File: src/rtl/ubfc_pkg.sv
package ubfc_pkg;

    localparam int DEF_TX_DEPTH = 256;
    localparam int DEF_RX_DEPTH = 256;
    localparam int BYTE_W       = 8;

    typedef enum logic [1:0] {
        KIND_PUSH  = 2'd0,
        KIND_POP   = 2'd1,
        KIND_IRQ   = 2'd2,
        KIND_CLEAR = 2'd3
    } t_kind;

    typedef struct packed {
        logic accepted;
        logic line_tx_valid;
        logic rx_notify;
        logic tx_done;
        logic txe_irq_on;
        logic tc_irq_on;
        logic tx_idle;
        logic rx_overflow;
    } t_flags;

endpackage

File: src/rtl/ubfc_ram.sv
module ubfc_ram
    import ubfc_pkg::*;
#(
    parameter int DEPTH = DEF_TX_DEPTH,
    parameter int AW    = $clog2(DEPTH)
) (
    input  logic              i_clk,
    input  logic              i_we,
    input  logic [AW-1:0]     i_waddr,
    input  logic [BYTE_W-1:0] i_wdata,
    input  logic [AW-1:0]     i_raddr,
    output logic [BYTE_W-1:0] o_rdata
);

    logic [BYTE_W-1:0] r_mem [DEPTH];
    logic [BYTE_W-1:0] r_q;
    logic [BYTE_W-1:0] r_fwd;
    logic              r_hit;

    always_ff @(posedge i_clk) begin
        if (i_we) begin
            r_mem[i_waddr] <= i_wdata;
        end
        r_q   <= r_mem[i_raddr];
        r_fwd <= i_wdata;
        r_hit <= i_we && (i_waddr == i_raddr);
    end

    assign o_rdata = r_hit ? r_fwd : r_q;

endmodule

File: config.mk
export PLATFORM = sky130hd
export DESIGN_NAME = ubfc_ram
export DESIGN_NICKNAME = d
export VERILOG_FILES = /design/src/rtl/ubfc_pkg.sv /design/src/rtl/ubfc_ram.sv
export SDC_FILE = /design/constraint.sdc
export NUM_CORES = 2
export LEC_CHECK = 0
export ABC_CLOCK_PERIOD_IN_PS = 3500
export BUFFER_PORTS_ARGS = -buffer_cell sky130_fd_sc_hd__buf_2
export CAP_MARGIN = 0
export CELL_PAD_IN_SITES_DETAIL_PLACEMENT = 2
export CELL_PAD_IN_SITES_GLOBAL_PLACEMENT = 2
export CORE_MARGIN = 1.5
export CORE_UTILIZATION = 51
export DETAILED_ROUTE_END_ITERATION = 12
export PLACE_DENSITY = 0.81
export SETUP_SLACK_MARGIN = 0.05
export SLEW_MARGIN = 20
export SYNTH_ARGS = -nofsm -noshare
export SYNTH_HDL_FRONTEND = slang
export SYNTH_SLANG_ARGS = --single-unit
File: constraint.sdc
create_clock -name i_clk -period 3.5 [get_ports i_clk]
set_input_delay 0.7 -clock i_clk [delete_from_list [all_inputs] [get_ports i_clk]]
set_output_delay 0.7 -clock i_clk [all_outputs]
set_load 0.005 [all_outputs]
==> results.ini, run 1 <==
[run_status]
status = did not finish
haltStage = detailed placement (3_5_place_dp)
firstError = [ERROR DPL-0033] detailed placement checks failed during check placement.

[floorplan]
ioPinCount = 34
dieHeight_um = 399
start_util_pct = 51.3
die_w_um = 399
row_count = 145

[yosys]
synth_xor_area_share_pct = 0.0874
synth_top_family_by_area = multiplexers
ys_ff_latch = 2065
synth_top_area_cell = edfxtp_1
ys_types = 57
synthesis.nets = 3832
synth.area.mux_share_pct = 14.4
synth_area_per_cell_um2 = 21.1
synth_ff_type = edfxtp_1
yosys_warnings = 0
synth_compound_area_share_pct = 3.64
synth_simple_gate_area_share_pct = 2.71
synth_top_area_share_pct = 76.7
synth_area_leaders = edfxtp_1, mux4_2, mux2i_1, a22oi_1, nor2_1
synthArstFlopShare_pct = 0
synthAdderAreaFrac_pct = 0
synth_area_um2 = 80200
syn_inst = 3806
ys_seq_area_share_pct = 77.2
synth_edf_count = 2048

[placement]
io_buffers = 33
dp_hpwl_um = 201000
place_congestion = 0.868

[cells in the mapped netlist (24+ instances only)]
cell / count
nand3_1: 24
mux4_2: 412
a21oi_1: 74
nor2_1: 290
buf_2: 41
nand2_1: 45
a22oi_1: 149
clkbuf_1: 98
o22ai_1: 46
mux2_2: 27
o21ai_0: 30
buf_6: 26
edfxtp_1: 2048
a211oi_1: 32
buf_4: 26
o221ai_1: 46
mux2i_1: 141
nor4_1: 26
[cell families after synthesis]
| family | count (synthesis) |
|---|---|
| xor+xnor | 8 |
| simple gates | 473 |
| flops | 2065 |
| mux | 601 |
| compound gates | 418 |
| buf+inv | 241 |
[metrics by stage]
step                    std cells  setup TNS [ns]
after floorplan              3806               0
after global placement       6120           -1.23
==> run 2: changes to the inputs <==
CELL_PAD_IN_SITES_DETAIL_PLACEMENT = unset   (was 2)
CELL_PAD_IN_SITES_GLOBAL_PLACEMENT = unset   (was 2)
CORE_UTILIZATION = 37   (was 51)
PLACE_DENSITY = unset   (was 0.81)
PLACE_DENSITY_LB_ADDON = 0.15   (was unset)
SETUP_SLACK_MARGIN = unset   (was 0.05)
==> results.ini, run 2 <==
[run_status]
status = completed

[critical_path]
worstSetupPathType = in2reg
crit_arrival_ns = 3.78
critPathLaunchType = input port
slowest_delay_ns = 0.70
cp_data_required_time_ns = 4.19
endpoint_kind = flip-flop
path_buf_inv = 4
ff2ff_path_depth = 7
r2r_setup_slack_ns = 0.75
critPathSlowestCell = nor4_1
worst_path_most_repeated_cell = buf_4
r2r-start = r_mem[184][5]
r2r-end = r_q[5]
crit_family = buffers and inverters
worstPathCellList = buf_8, buf_12, buf_4, mux4_2, a22oi_1, a21oi_1, nor4_1, buf_4, nor4b_2
crit_fanout = 30

[final_layout]
nNetsFinal = 4437
reg_top3 = r_mem (2048), r_fwd (8), r_q (8)
area_delta_synth_final_pct = 18.0
final_common_cell = edfxtp_1
largest_reg_flops = 2048
final_cell_mix = edfxtp_1, buf_4, mux4_2
regMostFlops = r_mem
drive_gt1_share_pct = 30.6

[sta]
max_slew.worst_pin.slew_ns = 1.09
fin_crit_ns = 3.09
final_min_period_over_clock_period_pct = 88.2
finalSetupViolations = 0
skew_ns = 0.0444
finalHoldViolCount = 0
fin_tns_setup_ns = 0
final_max_slew_viol_count = 0
rsz0062_at_grt = no
max_freq_mhz = 324
slew-limit-headroom_pct = 26.7

[hold_path]
hold_path_end = r_mem[219][2]
min_path_cells = 1
min_from = i_wdata[2]
worstHoldPathType = in2reg

[drt]
drc = 0
via_count = 40480
first_pass_iters = 5
wl_per_cell_um = 30.0
wirelength_um = 223000
drt_iter0_markers = 4268
drtAntennaViolNets = 0
vias_per_cell = 5.44

[placement]
io_buffers = 33  ; unchanged
place_congestion = 0.805  ; -7.2%
dp_hpwl_um = 144000  ; -28%

[clock_tree]
postCtsSetupRepairBufs = 0
clk_latency_ns = 0.85
cts_resized = 0
cts_tree = done
max-clock-path-buffers = 3
clkSlewWorstSetupHoldPaths_ns = 0.06
ctsHtreeMaxLevel = 4
clockRootBuffer = clkbuf_16
cts_made_buffers = 215
cts.sinks = 2065
cts_hold_buf = 0

[yosys]
synth_ff_type = edfxtp_1
synth_area_leaders = edfxtp_1, mux4_2, mux2i_1, a22oi_1, nor2_1
synth.most_common_cell = edfxtp_1
synth_area_per_cell_um2 = 21.1  ; unchanged
ys_types = 57  ; unchanged
yosys_warnings = 0  ; unchanged
synthArstFlopShare_pct = 0  ; unchanged
ys_seq_area_share_pct = 77.2  ; unchanged
synth_edf_count = 2048  ; unchanged
ys_ff_latch = 2065  ; unchanged
synthesis.nets = 3832  ; unchanged
synth_top_area_cell = edfxtp_1
syn_inst = 3806  ; unchanged
synth_area_um2 = 80200  ; unchanged
synth_top_area_share_pct = 76.7  ; unchanged
synth_commonest_cells = edfxtp_1, mux4_2, nor2_1

[pwr]
netSwitchingFraction_pct = 21.9
p_clk_share_pct = 42.9
p_leak_nw = 30.5
p_comb_share_pct = 5.4
p_seq_share_pct = 51.6
powerDensity_nw_per_um2 = 558
vdd_drop_max_v = 0.000520
total_power_mw = 52.8
intPower_mw = 41.2
p_switching_mw = 11.6

[floorplan]
start_util_pct = 37.3  ; -14 points
dieHeight_um = 468  ; +17%
die_area_um2 = 219000
die_w_um = 468  ; +17%
row_count = 170  ; +17%
ioPinCount = 34  ; unchanged
coreArea_um2 = 215000

[global_route]
grt_start_max_net_pins = 109
grt_pass1_vias = 41416
antenna_found_initial = 13
grt_pass1_wl_um = 316000
grt-ovfl-total = 0
grtUsageTotal_pct = 20.3

[job]
cap_viol_max_count = 0

## run 2: cell counts after synthesis
Identical to the previous run, type by type.
## run 2: worst max-delay path by stage
stage / slack [ns] / cells after the start / startpoint / endpoint
final: 0.41 / 9 / i_raddr[0] / r_q[2]
after global placement: -0.57 / 9 / i_raddr[0] / r_q[0]
after floorplan: 0.87 / 8 / i_raddr[0] / r_q[0]
after global routing: 0.36 / 9 / i_raddr[0] / r_q[2]
after detailed placement: -0.63 / 9 / i_raddr[0] / r_q[2]
after CTS: 0.32 / 9 / i_raddr[0] / r_q[2]
## run 2: power by group through the flow
stage               sequential (mW)  combinational, mW  clock (mW)
floorplan                      27.8               1.36           0
global route                   27.3               3.03        24.1
global placement               27.8               2.90           0
finish                         27.3               2.86        22.7
detailed placement             27.8               2.92           0
CTS                            27.3               2.92        23.2
## run 2: layer usage
metal	wire (µm)	share of wire (%)	global-route usage (%)
met5	0	0	0
met4	4800	2.2	4.59
met3	11800	5.3	2.92
met2	109000	49	33.3
met1	97600	44	28.8
## run 2: logic make-up (layout without fill, tap and decap cells)
| logic type | after synthesis | after routing | share of synthesized area (%) |
|---|---|---|---|
| flops | 2065 | 2065 | 77.2 |
| mux | 601 | 601 | 14.4 |
| simple gates | 473 | 473 | 2.71 |
| compound gates | 418 | 418 | 3.64 |
| buf+inv | 241 | 1034 | 2.01 |
| xor+xnor | 8 | 8 | 0.0874 |
| other cells | 0 | 6 | 0 |
## run 2: layout make-up
class / count / area, µm²
Fill cell: 18401 / 120000
Sequential cell: 2065 / 61800
Multi-Input combinational cell: 1500 / 16800
Clock buffer: 249 / 5590
Timing Repair Buffer: 627 / 5390
Tap cell: 2838 / 3550
Clock inverter: 156 / 1440
Antenna cell: 6 / 15.0
Inverter: 2 / 7.51
## run 2: metrics by stage
stage | setup slack (ns) | instances | hold WS [ns] | area, µm² | util, %
after floorplan | 0.867 | 3806 | 0.728 | 80200 | -
after global placement | -0.565 | 7032 | 1.13 | 87600 | 40.7
after detailed placement | -0.627 | 7032 | 1.13 | 87600 | 40.7
after CTS | 0.317 | 7437 | 0.218 | 94600 | 44.0
after global routing | 0.357 | 7439 | 0.244 | 94600 | 44.0
final | 0.414 | 7443 | 0.270 | 94600 | 44.0
No activity file was read; power rests on OpenSTA's default activity.
